$ cat config.mk
export PLATFORM = sky130hd
export DESIGN_NAME = triangle_tangent_bitangent
export DESIGN_NICKNAME = d
export VERILOG_FILES = /design/src/rtl/ttb_pkg.sv /design/src/rtl/triangle_tangent_bitangent.sv /design/src/rtl/ttb_mac.sv /design/src/rtl/ttb_div.sv
export SDC_FILE = /design/constraint.sdc
export NUM_CORES = 2
export LEC_CHECK = 0
export BUFFER_PORTS_ARGS = -buffer_cell sky130_fd_sc_hd__buf_2
export CORE_ASPECT_RATIO = 0.5
export CORE_MARGIN = 4
export CORE_UTILIZATION = 50
export CTS_BUF_LIST = sky130_fd_sc_hd__clkbuf_4 sky130_fd_sc_hd__clkbuf_8
export CTS_CLUSTER_DIAMETER = 40
export DETAILED_ROUTE_END_ITERATION = 8
export PLACE_DENSITY = 0.67
export SYNTH_ARGS = -nofsm -noshare
export SYNTH_HDL_FRONTEND = slang
export SYNTH_SLANG_ARGS = --single-unit
export TNS_END_PERCENT = 5
$ cat constraint.sdc
create_clock -name i_clk -period 26.4 [get_ports i_clk]
set_input_delay 1.32 -clock i_clk [delete_from_list [all_inputs] [get_ports i_clk]]
set_output_delay 1.32 -clock i_clk [all_outputs]
set_load 0.1 [all_outputs]
$ cat src/rtl/ttb_pkg.sv
package ttb_pkg;
    localparam int unsigned FieldW   = 32;
    localparam int unsigned DeltaW   = FieldW + 1;
    localparam int unsigned AccW     = 2 * DeltaW + 1;
    localparam int unsigned FracW    = 16;
    localparam int unsigned DivNumW  = AccW + FracW;
    localparam int unsigned MulSteps = DeltaW;
    localparam int unsigned DivSteps = DivNumW;
    localparam int unsigned NumJobs  = 7;

    localparam logic [1:0] CornerA = 2'd0;
    localparam logic [1:0] CornerB = 2'd1;
    localparam logic [1:0] CornerC = 2'd2;

    typedef struct packed {
        logic start;
        logic clear;
        logic neg;
    } t_mac_req;
endpackage

$ cat src/rtl/triangle_tangent_bitangent.sv
// channel  | valid   | stall   | payload
// input    | i_valid | o_stall | i_corner, i_pos_x/y/z, i_tex_u/v
// output   | o_valid | i_stall | o_tangent_x/y/z, o_bitangent_x/y/z, o_degenerate, o_clipped
// corners 0 and 1 (and the unused code 3) are taken without stalling the input
// corner 2 runs 14 serial products in one bit-per-cycle multiply-accumulate
// unit, two for the determinant and two per job, each job then dividing once in
// one bit-per-cycle restoring divider; a zero determinant ends after two products
// synchronous active-low reset clears the corner stores and all control
// the input stays stalled while a triangle is computed; a finished result
// waits in the output register, and corner 0/1 transfers go on meanwhile
module triangle_tangent_bitangent
    import ttb_pkg::*;
(
    input  logic                     i_clk,
    input  logic                     i_rst_n,
    input  logic                     i_valid,
    output logic                     o_stall,
    input  logic [1:0]               i_corner,
    input  logic signed [FieldW-1:0] i_pos_x,
    input  logic signed [FieldW-1:0] i_pos_y,
    input  logic signed [FieldW-1:0] i_pos_z,
    input  logic signed [FieldW-1:0] i_tex_u,
    input  logic signed [FieldW-1:0] i_tex_v,
    output logic                     o_valid,
    input  logic                     i_stall,
    output logic signed [FieldW-1:0] o_tangent_x,
    output logic signed [FieldW-1:0] o_tangent_y,
    output logic signed [FieldW-1:0] o_tangent_z,
    output logic signed [FieldW-1:0] o_bitangent_x,
    output logic signed [FieldW-1:0] o_bitangent_y,
    output logic signed [FieldW-1:0] o_bitangent_z,
    output logic                     o_degenerate,
    output logic                     o_clipped
);
    typedef enum logic [2:0] {
        S_IDLE, S_MSTART, S_MWAIT, S_DSTART, S_DWAIT, S_OUT
    } t_state;

    t_state                   r_state;
    logic signed [FieldW-1:0] r_c0 [5];
    logic signed [FieldW-1:0] r_c1 [5];
    logic signed [DeltaW-1:0] r_e1 [3];
    logic signed [DeltaW-1:0] r_e2 [3];
    logic signed [DeltaW-1:0] r_d1u, r_d1v, r_d2u, r_d2v;
    logic signed [AccW-1:0]   r_det;
    logic [2:0]               r_job;
    logic                     r_term;
    logic [FieldW-1:0]        r_res [6];
    logic                     r_clip;
    logic                     r_degen;
    logic                     r_out_valid;
    logic [FieldW-1:0]        r_out [6];
    logic                     r_out_degen;
    logic                     r_out_clip;

    logic                     w_in_xfer;
    logic signed [FieldW-1:0] w_in [5];
    logic signed [DeltaW-1:0] w_a, w_b;
    t_mac_req                 w_req;
    logic                     w_mac_done;
    logic signed [AccW-1:0]   w_acc;
    logic                     w_div_done;
    logic [FieldW-1:0]        w_q;
    logic                     w_q_clip;
    logic                     w_out_free;

    assign w_in = '{i_pos_x, i_pos_y, i_pos_z, i_tex_u, i_tex_v};
    assign o_stall    = (r_state != S_IDLE);
    assign w_in_xfer  = i_valid & ~o_stall;
    assign w_out_free = ~r_out_valid | ~i_stall;

    // operand select: job 0 is the determinant, jobs 1-3 tangent, 4-6 bitangent
    // term 0 adds the first product, term 1 subtracts the second
    always_comb begin
        w_a = r_d1u;
        w_b = r_d2v;
        case (r_job)
            3'd0: begin
                w_a = r_term ? r_d2u : r_d1u;
                w_b = r_term ? r_d1v : r_d2v;
            end
            3'd1, 3'd2, 3'd3: begin
                w_a = r_term ? r_d1v : r_d2v;
                w_b = r_term ? r_e2[2'(r_job - 3'd1)] : r_e1[2'(r_job - 3'd1)];
            end
            3'd4, 3'd5, 3'd6: begin
                w_a = r_term ? r_d2u : r_d1u;
                w_b = r_term ? r_e1[2'(r_job - 3'd4)] : r_e2[2'(r_job - 3'd4)];
            end
            default: begin
                w_a = r_d1u;
                w_b = r_d2v;
            end
        endcase
    end

    assign w_req.start = (r_state == S_MSTART);
    assign w_req.clear = ~r_term;
    assign w_req.neg   = r_term;

    ttb_mac u_mac (
        .i_clk   (i_clk),
        .i_rst_n (i_rst_n),
        .i_req   (w_req),
        .i_a     (w_a),
        .i_b     (w_b),
        .o_done  (w_mac_done),
        .o_acc   (w_acc)
    );

    // the accumulator holds the numerator while the divider runs
    ttb_div u_div (
        .i_clk   (i_clk),
        .i_rst_n (i_rst_n),
        .i_start (r_state == S_DSTART),
        .i_num   (w_acc),
        .i_den   (r_det),
        .o_done  (w_div_done),
        .o_q     (w_q),
        .o_clip  (w_q_clip)
    );

    always_ff @(posedge i_clk) begin
        if (!i_rst_n) begin
            r_state     <= S_IDLE;
            r_out_valid <= 1'b0;
            r_job       <= '0;
            r_term      <= 1'b0;
            for (int i = 0; i < 5; i++) begin
                r_c0[i] <= '0;
                r_c1[i] <= '0;
            end
        end else begin
            // in S_OUT the output register is reloaded below instead
            if (r_out_valid && !i_stall && r_state != S_OUT) begin
                r_out_valid <= 1'b0;
            end
            case (r_state)
                S_IDLE: begin
                    if (w_in_xfer) begin
                        if (i_corner == CornerA) begin
                            for (int i = 0; i < 5; i++) r_c0[i] <= w_in[i];
                        end else if (i_corner == CornerB) begin
                            for (int i = 0; i < 5; i++) r_c1[i] <= w_in[i];
                        end else if (i_corner == CornerC) begin
                            // edges and texture deltas, one bit wider than the fields
                            for (int i = 0; i < 3; i++) begin
                                r_e1[i] <= DeltaW'(r_c1[i]) - DeltaW'(r_c0[i]);
                                r_e2[i] <= DeltaW'(w_in[i]) - DeltaW'(r_c0[i]);
                            end
                            r_d1u   <= DeltaW'(r_c1[3]) - DeltaW'(r_c0[3]);
                            r_d1v   <= DeltaW'(r_c1[4]) - DeltaW'(r_c0[4]);
                            r_d2u   <= DeltaW'(w_in[3]) - DeltaW'(r_c0[3]);
                            r_d2v   <= DeltaW'(w_in[4]) - DeltaW'(r_c0[4]);
                            r_job   <= '0;
                            r_term  <= 1'b0;
                            r_clip  <= 1'b0;
                            r_degen <= 1'b0;
                            r_state <= S_MSTART;
                        end
                    end
                end
                S_MSTART: begin
                    r_state <= S_MWAIT;
                end
                S_MWAIT: begin
                    if (w_mac_done) begin
                        if (!r_term) begin
                            r_term  <= 1'b1;
                            r_state <= S_MSTART;
                        end else begin
                            r_term <= 1'b0;
                            if (r_job == 3'd0) begin
                                r_det <= w_acc;
                                if (w_acc == '0) begin
                                    // zero determinant: zero vectors, flag set
                                    r_degen <= 1'b1;
                                    for (int i = 0; i < 6; i++) r_res[i] <= '0;
                                    r_state <= S_OUT;
                                end else begin
                                    r_job   <= 3'd1;
                                    r_state <= S_MSTART;
                                end
                            end else begin
                                r_state <= S_DSTART;
                            end
                        end
                    end
                end
                S_DSTART: begin
                    r_state <= S_DWAIT;
                end
                S_DWAIT: begin
                    if (w_div_done) begin
                        r_res[r_job - 3'd1] <= w_q;
                        r_clip <= r_clip | w_q_clip;
                        if (r_job == 3'(NumJobs - 1)) begin
                            r_state <= S_OUT;
                        end else begin
                            r_job   <= r_job + 3'd1;
                            r_state <= S_MSTART;
                        end
                    end
                end
                S_OUT: begin
                    if (w_out_free) begin
                        r_out_valid <= 1'b1;
                        r_out       <= r_res;
                        r_out_degen <= r_degen;
                        r_out_clip  <= r_clip & ~r_degen;
                        r_state     <= S_IDLE;
                    end
                end
                default: begin
                    r_state <= S_IDLE;
                end
            endcase
        end
    end

    assign o_valid       = r_out_valid;
    assign o_tangent_x   = r_out[0];
    assign o_tangent_y   = r_out[1];
    assign o_tangent_z   = r_out[2];
    assign o_bitangent_x = r_out[3];
    assign o_bitangent_y = r_out[4];
    assign o_bitangent_z = r_out[5];
    assign o_degenerate  = r_out_degen;
    assign o_clipped     = r_out_clip;
endmodule

$ cat src/rtl/ttb_mac.sv
module ttb_mac
    import ttb_pkg::*;
(
    input  logic                     i_clk,
    input  logic                     i_rst_n,
    input  t_mac_req                 i_req,
    input  logic signed [DeltaW-1:0] i_a,
    input  logic signed [DeltaW-1:0] i_b,
    output logic                     o_done,
    output logic signed [AccW-1:0]   o_acc
);
    logic                   r_busy;
    logic                   r_done;
    logic [5:0]             r_cnt;
    logic [AccW-1:0]        r_a;
    logic [DeltaW-1:0]      r_b;
    logic [AccW-1:0]        r_acc;
    logic                   r_neg;
    logic [AccW-1:0]        n_acc;
    logic [AccW-1:0]        w_term;
    logic                   w_last;

    assign w_last = (r_cnt == 6'(MulSteps - 1));
    assign w_term = r_b[0] ? r_a : '0;

    // sign bit of the multiplier has negative weight
    always_comb begin
        if (r_neg ^ w_last) begin
            n_acc = r_acc - w_term;
        end else begin
            n_acc = r_acc + w_term;
        end
    end

    always_ff @(posedge i_clk) begin
        if (!i_rst_n) begin
            r_busy <= 1'b0;
            r_done <= 1'b0;
            r_cnt  <= '0;
        end else begin
            r_done <= 1'b0;
            if (i_req.start) begin
                r_busy <= 1'b1;
                r_cnt  <= '0;
                r_a    <= AccW'(i_a);
                r_b    <= i_b;
                r_neg  <= i_req.neg;
                if (i_req.clear) begin
                    r_acc <= '0;
                end
            end else if (r_busy) begin
                r_acc <= n_acc;
                r_a   <= {r_a[AccW-2:0], 1'b0};
                r_b   <= {1'b0, r_b[DeltaW-1:1]};
                r_cnt <= r_cnt + 6'd1;
                if (w_last) begin
                    r_busy <= 1'b0;
                    r_done <= 1'b1;
                end
            end
        end
    end

    assign o_done = r_done;
    assign o_acc  = r_acc;
endmodule

$ cat src/rtl/ttb_div.sv
module ttb_div
    import ttb_pkg::*;
(
    input  logic                   i_clk,
    input  logic                   i_rst_n,
    input  logic                   i_start,
    input  logic signed [AccW-1:0] i_num,
    input  logic signed [AccW-1:0] i_den,
    output logic                   o_done,
    output logic [FieldW-1:0]      o_q,
    output logic                   o_clip
);
    logic                 r_busy;
    logic                 r_done;
    logic [6:0]           r_cnt;
    logic                 r_neg;
    logic                 r_ovf;
    logic [DivNumW-1:0]   r_n;
    logic [AccW-1:0]      r_d;
    logic [AccW:0]        r_rem;
    logic [FieldW:0]      r_q;
    logic [AccW:0]        w_shift;
    logic                 w_ge;
    logic [AccW-1:0]      w_num_abs;
    logic [AccW-1:0]      w_den_abs;
    logic [FieldW-1:0]    w_mag;

    assign w_num_abs = i_num[AccW-1] ? AccW'(-i_num) : AccW'(i_num);
    assign w_den_abs = i_den[AccW-1] ? AccW'(-i_den) : AccW'(i_den);
    assign w_shift   = {r_rem[AccW-1:0], r_n[DivNumW-1]};
    assign w_ge      = (w_shift >= {1'b0, r_d});

    always_ff @(posedge i_clk) begin
        if (!i_rst_n) begin
            r_busy <= 1'b0;
            r_done <= 1'b0;
            r_cnt  <= '0;
        end else begin
            r_done <= 1'b0;
            if (i_start) begin
                r_busy <= 1'b1;
                r_cnt  <= '0;
                r_neg  <= i_num[AccW-1] ^ i_den[AccW-1];
                r_n    <= {w_num_abs, FracW'(0)};
                r_d    <= w_den_abs;
                r_rem  <= '0;
                r_q    <= '0;
                r_ovf  <= 1'b0;
            end else if (r_busy) begin
                r_rem <= w_ge ? (w_shift - {1'b0, r_d}) : w_shift;
                r_n   <= {r_n[DivNumW-2:0], 1'b0};
                r_q   <= {r_q[FieldW-1:0], w_ge};
                r_ovf <= r_ovf | r_q[FieldW];
                r_cnt <= r_cnt + 7'd1;
                if (r_cnt == 7'(DivSteps - 1)) begin
                    r_busy <= 1'b0;
                    r_done <= 1'b1;
                end
            end
        end
    end

    // saturate to the signed 32-bit range
    always_comb begin
        w_mag = r_q[FieldW-1:0];
        if (!r_neg) begin
            o_clip = r_ovf | r_q[FieldW] | r_q[FieldW-1];
            o_q    = o_clip ? {1'b0, {(FieldW-1){1'b1}}} : w_mag;
        end else begin
            o_clip = r_ovf | r_q[FieldW] | (r_q[FieldW-1] & (|r_q[FieldW-2:0]));
            o_q    = o_clip ? {1'b1, {(FieldW-1){1'b0}}} : (~w_mag + FieldW'(1));
        end
    end

    assign o_done = r_done;
endmodule

After elaboration in Yosys (flattened, before gate mapping)
Memories as Yosys holds them, arrays and structs flattened.
Cells that the tools add are included.
{"block": "op_classes", "n_mul": 0, "n_div": 0, "n_bitwise": 31, "shifts": 0, "add_sub_neg": 21, "order_cmp": 3, "muxes": 113, "n_eq_ne": 29, "n_reduce_logical": 37}
{"op": "2-to-1 mux 192 bit", "n": 5}
{"op": "2-to-1 mux 67 bit", "n": 10}
{"op": "2-to-1 mux 32 bit", "n": 14}
{"op": "case mux 192 bit (2 select lines)", "n": 1}
{"op": "subtractor 32 x 32 -> 33 bit", "n": 10}
{"op": "2-to-1 mux 33 bit", "n": 7}
{"op": "bitwise mux 192 bit", "n": 1}
{"op": "2-to-1 mux 83 bit", "n": 2}
{"op": "negator 67 bit", "n": 2}
{"op": "subtractor 67 bit", "n": 2}
{"op": "case mux 33 bit (3 select lines)", "n": 1}
{"op": "demux 32 bit (select 3 bit)", "n": 1}
{"op": "greater-or-equal comparator 68 x 67 -> 1 bit", "n": 1}
{"op": "adder 67 bit", "n": 1}
{"op": "logical NOT 67 bit", "n": 1}
{"op": "2-to-1 mux 66 bit", "n": 1}
{"op": "case mux 33 bit (2 select lines)", "n": 1}
{"op": "2-to-1 mux 3 bit", "n": 21}
{"op": "2-to-1 mux 1 bit", "n": 43}
{"op": "adder 32 x 1 -> 32 bit, second input constant", "n": 1}
{"op": "inverter 32 bit", "n": 1}
{"op": "OR reduction 31 bit", "n": 1}
{"op": "inequality test 2 bit, second input constant", "n": 11}
{"op": "AND reduction 7 bit", "n": 3}
{"op": "39 further kinds", "n": 92}
{"block": "word_totals", "elab_cells": 281, "n_memories": 4, "output_inout_bits": 196, "ram_bits": 518, "in_bits": 166, "mem_bits_ro": 0, "latch_bits": 0, "register_bits": 1031}
{"memory": "r_c0", "depth": 5, "width": 32, "read_ports": 5, "rd_ports_with_merged_regs": 0, "wr": 5, "line_no": "triangle_tangent_bitangent.sv:40", "text": "logic signed [FieldW-1:0] r_c0 [5];"}
{"memory": "r_c1", "depth": 5, "width": 32, "read_ports": 5, "rd_ports_with_merged_regs": 0, "wr": 5, "line_no": "triangle_tangent_bitangent.sv:41", "text": "logic signed [FieldW-1:0] r_c1 [5];"}
{"memory": "r_e1", "depth": 3, "width": 33, "read_ports": 2, "rd_ports_with_merged_regs": 0, "wr": 3, "line_no": "triangle_tangent_bitangent.sv:42", "text": "logic signed [DeltaW-1:0] r_e1 [3];"}
{"memory": "r_e2", "depth": 3, "width": 33, "read_ports": 2, "rd_ports_with_merged_regs": 0, "wr": 3, "line_no": "triangle_tangent_bitangent.sv:43", "text": "logic signed [DeltaW-1:0] r_e2 [3];"}

Depth between registers and ports, before layout
{"block": "depth", "word_depth": 9, "depth_mapped": 29, "ltp_nobuf": 22}

Hierarchy
A second synthesis with hierarchy kept.
{"block": "hier_totals", "cells_unflattened": 8424, "hier_area_um2": 89632.2}
{"module": "triangle_tangent_bitangent", "cells_per_inst": 5106, "seq_area_each_um2": 33382.0, "area_each_um2": 59452.0, "n_inst": 1}
{"module": "ttb_div", "cells_per_inst": 1922, "seq_area_each_um2": 7267.0, "area_each_um2": 17281.6, "n_inst": 1}
{"module": "ttb_mac", "cells_per_inst": 1396, "seq_area_each_um2": 5205.0, "area_each_um2": 12898.6, "n_inst": 1}

Worst setup path after synthesis
Ideal clock, no wire load.
{"block": "synth_timing", "path_kind": "flip-flop to flip-flop", "startpoint": "register r_state[0]", "endpoint": "memory r_c0[0][0] (enable)", "t_arrival_ns": 12.746, "slack_ns": 12.753, "setup_time_ns": 0.901, "n_path_buf": 1, "path_stages_with_launch": 6, "synth_period_minus_slack_ns": 13.647, "required_ns": 25.499, "path_cell_list": "dfxtp_1 clkbuf_1 or3_1 nor2_1 nand2_1 o21ai_0"}
{"item": "start, declared", "line_no": "triangle_tangent_bitangent.sv:39", "text": "t_state r_state;"}
{"item": "start signal, assigned", "line_no": "triangle_tangent_bitangent.sv:125", "text": "r_state <= S_IDLE;"}
{"item": "start signal, assigned", "line_no": "triangle_tangent_bitangent.sv:159", "text": "r_state <= S_MSTART;"}
{"item": "start signal, assigned", "line_no": "triangle_tangent_bitangent.sv:164", "text": "r_state <= S_MWAIT;"}
{"item": "end, declared", "line_no": "triangle_tangent_bitangent.sv:40"}

Worst setup path after layout
{"block": "layout_timing", "startpoint": "register u_mac.r_a[17]", "endpoint": "register u_mac.r_acc[66] (netlist: u_mac.o_acc[66]) (data pin)"}
{"block": "layout_between", "elab_chain_len": 5, "elab_cells_between_ends": 6, "classes_between": "add/sub: 2; mux: 4"}
{"item": "start, declared", "line_no": "ttb_mac.sv:15", "text": "logic [AccW-1:0] r_a;"}
{"item": "start signal, assigned", "line_no": "ttb_mac.sv:45", "text": "r_a <= AccW'(i_a);"}
{"item": "start signal, assigned", "line_no": "ttb_mac.sv:53", "text": "r_a <= {r_a[AccW-2:0], 1'b0};"}
{"item": "2-to-1 mux 67 bit (*)", "line_no": "ttb_mac.sv:24", "text": "assign w_term = r_b[0] ? r_a : '0;"}
{"item": "adder 67 bit / subtractor 67 bit (equally long branches)", "line_no": "ttb_mac.sv:31, ttb_mac.sv:29"}
{"item": "2-to-1 mux 67 bit (*)", "line_no": "ttb_mac.sv:28", "text": "if (r_neg ^ w_last) begin"}
{"item": "2-to-1 mux 67 bit (*)", "line_no": "ttb_mac.sv:51", "text": "end else if (r_busy) begin"}
{"item": "2-to-1 mux 67 bit (*)", "line_no": "ttb_mac.sv:42", "text": "if (i_req.start) begin"}
{"item": "end signal, assigned", "line_no": "ttb_mac.sv:52", "text": "r_acc <= n_acc;"}
{"item": "end, declared", "line_no": "ttb_mac.sv:17", "text": "logic [AccW-1:0] r_acc;"}
Mark *: on every way between the ends. The rest lies on a longest branch, timed or not. The select of a mux whose other input is x is not followed.
A chain may end at the register's enable or synchronous reset.

==> results.json <==
{
  "die_area_sq_mm": 0.183,
  "ir_worst_vdd_uv": 39.2,
  "yosysUniqueCellTypes": 88,
  "final_cell_mix": "edfxtp_1, a21oi_1, nand2_1, nor2_1, ha_1",
  "syn_nets": 8767,
  "hold_buffers": 0,
  "synth_top_family_by_area": "compound AO/OA/AOI/OAI gates",
  "cts_setup_buffers": 0,
  "power_density_mw_per_mm2": 58.0,
  "cts.htree.levels": 4,
  "fin_util_pct": 55.6,
  "ant_nets": 0,
  "cp_slowest_stage_delay_ns": 0.57,
  "maxCapViolCount": 0,
  "start_util_pct": 50.5,
  "rows": 108,
  "crit_slowest_cell": "or4_1",
  "synth_warnings": 0,
  "clk_latency_ns": 0.98,
  "fp.dieH_um": 305,
  "grt-ovfl-total": 0,
  "grt_max_degree": 166,
  "worstPathArrival_ns": 7.68,
  "synth-async-reset-ratio_pct": 0,
  "nNetsFinal": 9085,
  "fin_worst_skew_ns": 0.103,
  "maxSlewViolCount": 0,
  "status": "complete, no violations",
  "syn-cell-area_sq_mm": 0.0881,
  "postLayoutCellArea_sq_mm": 0.0969,
  "numCtsBuffers": 232,
  "placed_area_sq_mm": 0.0923,
  "synth_cells": 8122,
  "dp.cells": 10516,
  "antenna_found_initial": 15,
  "p_leak_nw": 36.5,
  "startpoint_type": "register",
  "drc_errors": 0,
  "num-fill-cells": 15176,
  "tightest_slew_ns": 1.29,
  "min_period_over_period_pct": 26.8,
  "clockBufferDepth": 4,
  "crit_type": "register to register",
  "grt_pass1_vias": 60838,
  "synth-edff-count": 1509,
  "cts_tree": "built",
  "maxSlewHeadroom_pct": 14.0,
  "max_freq_ghz": 0.141,
  "synthAdderAreaFrac_pct": 6.91,
  "via_per_inst": 5.88,
  "synth_xor_area_share_pct": 5.54,
  "seq_area_frac_synth_pct": 52.1,
  "drt_first_pass_iters": 6,
  "gp_congestion": 0.906,
  "synth_compound_area_share_pct": 16.4,
  "core-area_sq_mm": 0.174,
  "cts_sinks": 1536,
  "synthMuxAreaShare_pct": 2.72,
  "endpoint_kind": "register",
  "crit_top_cell": "nand2_1",
  "grt_pass1_wl_um": 360000,
  "cts_root_buf": "clkbuf_8",
  "io_pins": 362,
  "synthFlopType": "edfxtp_1",
  "rsz0062_at_grt": "no",
  "crit_chain": "or4_1 > or3_1 > or4_1 > a21oi_1 > a21boi_1 > and2_0 > nand2_1 > nand2_1 > nand2_1 > buf_4 > o211ai_1 > ha_1 > nand4_1 > inv_1 > a221oi_1 > o31a_1 > a2111oi_0 > buf_4 > o31ai_1 > o21ai_0 > a31oi_1 > xnor2_1 > nor2_1",
  "instances_no_fill": 10925,
  "avgSynthCellArea_sq_um": 10.8,
  "clk_transition_reported_paths_ns": 0.07,
  "crit_required_ns": 27.01,
  "hold_viol_final": 0,
  "synthSimpleGateAreaFrac_pct": 13.2,
  "dp_hpwl_um": 166000,
  "gr-usage-all-layers_pct": 24.7,
  "routedWlPerCell_um": 21.3,
  "cts_resized": 0,
  "fin_setup_tns_ns": 0,
  "area_delta_synth_final_pct": 10.0,
  "hold_slack_ns": 0.400,
  "drt_iter0_drc": 6344,
  "hold_path.class": "register to register",
  "synth.ff_latch_count": 1536,
  "finalCriticalPeriod_ns": 7.07,
  "drive_gt1_share_pct": 11.5,
  "portBuffers": 361,
  "via_count": 64210,
  "path_max_fanout": 24,
  "final_common_cell": "edfxtp_1",
  "setup_viol": 0,
  "wirelength_um": 233000,
  "fp.dieW_um": 602
}
## cell families (layout without fill, tap and decap cells)
kind of cell,count (synthesis),in the layout
other,0,5
xor gates and xnor gates,557,557
AOI/OAI and AO/OA,2247,2247
adders and majority gates,479,479
and+or+nand+nor,2394,2394
buffers and inverters,754,1242
DFF,1536,1536
muxes,155,155
## worst paths after layout
check | start | end | slack (ns) | cells past startpoint
setup / recovery | u_mac.r_a[17]$_DFFE_PP_ | u_mac.o_acc[66]$_SDFFCE_PP0P_ | 19.33 | 23
setup reg to reg | u_mac.r_a[17]$_DFFE_PP_ | u_mac.o_acc[66]$_SDFFCE_PP0P_ | 19.33 | 23
hold / removal | r_res[188]$_SDFFCE_PN0P_ | o_tangent_x[28]$_DFFE_PP_ | 0.40 | 0
hold reg to reg | r_res[188]$_SDFFCE_PN0P_ | o_tangent_x[28]$_DFFE_PP_ | 0.40 | 0
## power by group
| part | total (mW) | switching [mW] | internal (mW) |
|---|---|---|---|
| registers | 2.81 | 0.0399 | 2.77 |
| logic | 0.788 | 0.480 | 0.309 |
| clock network | 2.02 | 0.970 | 1.05 |
| total | 5.62 | 1.49 | 4.13 |
## Yosys cell counts, types with 53 or more instances
master	number	share of area (%)
a221oi_1	54	0.54
nor3_1	123	0.70
mux4_2	66	1.7
o21a_1	85	0.72
nor2_1	651	2.8
xnor2_1	356	3.5
a211oi_1	207	1.8
and2_1	363	2.6
a22oi_1	65	0.55
nand2b_1	63	0.45
a31oi_1	53	0.38
mux2i_1	76	0.86
inv_1	400	1.7
o21ai_0	439	2.5
and3_1	56	0.40
o31ai_1	75	0.64
nor2b_1	68	0.48
nand3_1	118	0.67
or3_1	64	0.45
a21oi_1	674	3.8
nand2_1	667	2.8
clkbuf_1	321	1.4
ha_1	467	6.6
edfxtp_1	1509	51
a21o_1	246	2.1
xor2_1	201	2.0
## worst max-delay path, delay by kind of cell, from the launching register on
kind / cells / cell delay, ns
flops: 1 / 0.44
compound gates: 9 / 2.82
simple gates: 9 / 2.46
buf+inv: 3 / 0.50
xor+xnor: 1 / 0.14
fa+ha+maj: 1 / 0.37
## sequential cells by signal (all words and copies together) (netlist names), 67 cells and up, named ones only
name and count:
r_res 192, r_c0 160, r_c1 160, r_e1 99
r_e2 99, r_det 67, u_div.r_d 67, u_div.r_n 67
u_div.r_rem 67, u_mac.o_acc 67, u_mac.r_a 67
## metrics by stage
stage	total power [mW]	setup WS, ns
6_report	5.62	19.33
5_1_grt	5.87	18.78
4_1_cts	5.66	19.29
3_5_place_dp	3.64	19.38
3_3_place_gp	3.64	19.38
2_1_floorplan	3.43	12.75
## cell type report
cell class / instances / area (sq um) / share of cell area [%]
Antenna cell: 5 / 12.5 / 0.0129
Tap cell: 2310 / 2890 / 2.98
Inverter: 400 / 1500 / 1.55
Clock buffer: 312 / 3860 / 3.99
Timing Repair Buffer: 438 / 2430 / 2.51
Clock inverter: 92 / 721 / 0.744
Multi-Input combinational cell: 5832 / 39600 / 40.9
Sequential cell: 1536 / 45900 / 47.3
## routing by layer
layer	wire length [um]	track usage, %	vias to the layer above
met5	0	0	-
met1	107000	35.8	31166
li1	-	-	30841
met3	13100	3.18	333
met2	108000	39.5	1870
met4	5350	5.82	0
(Power assumes the default switching activity.)
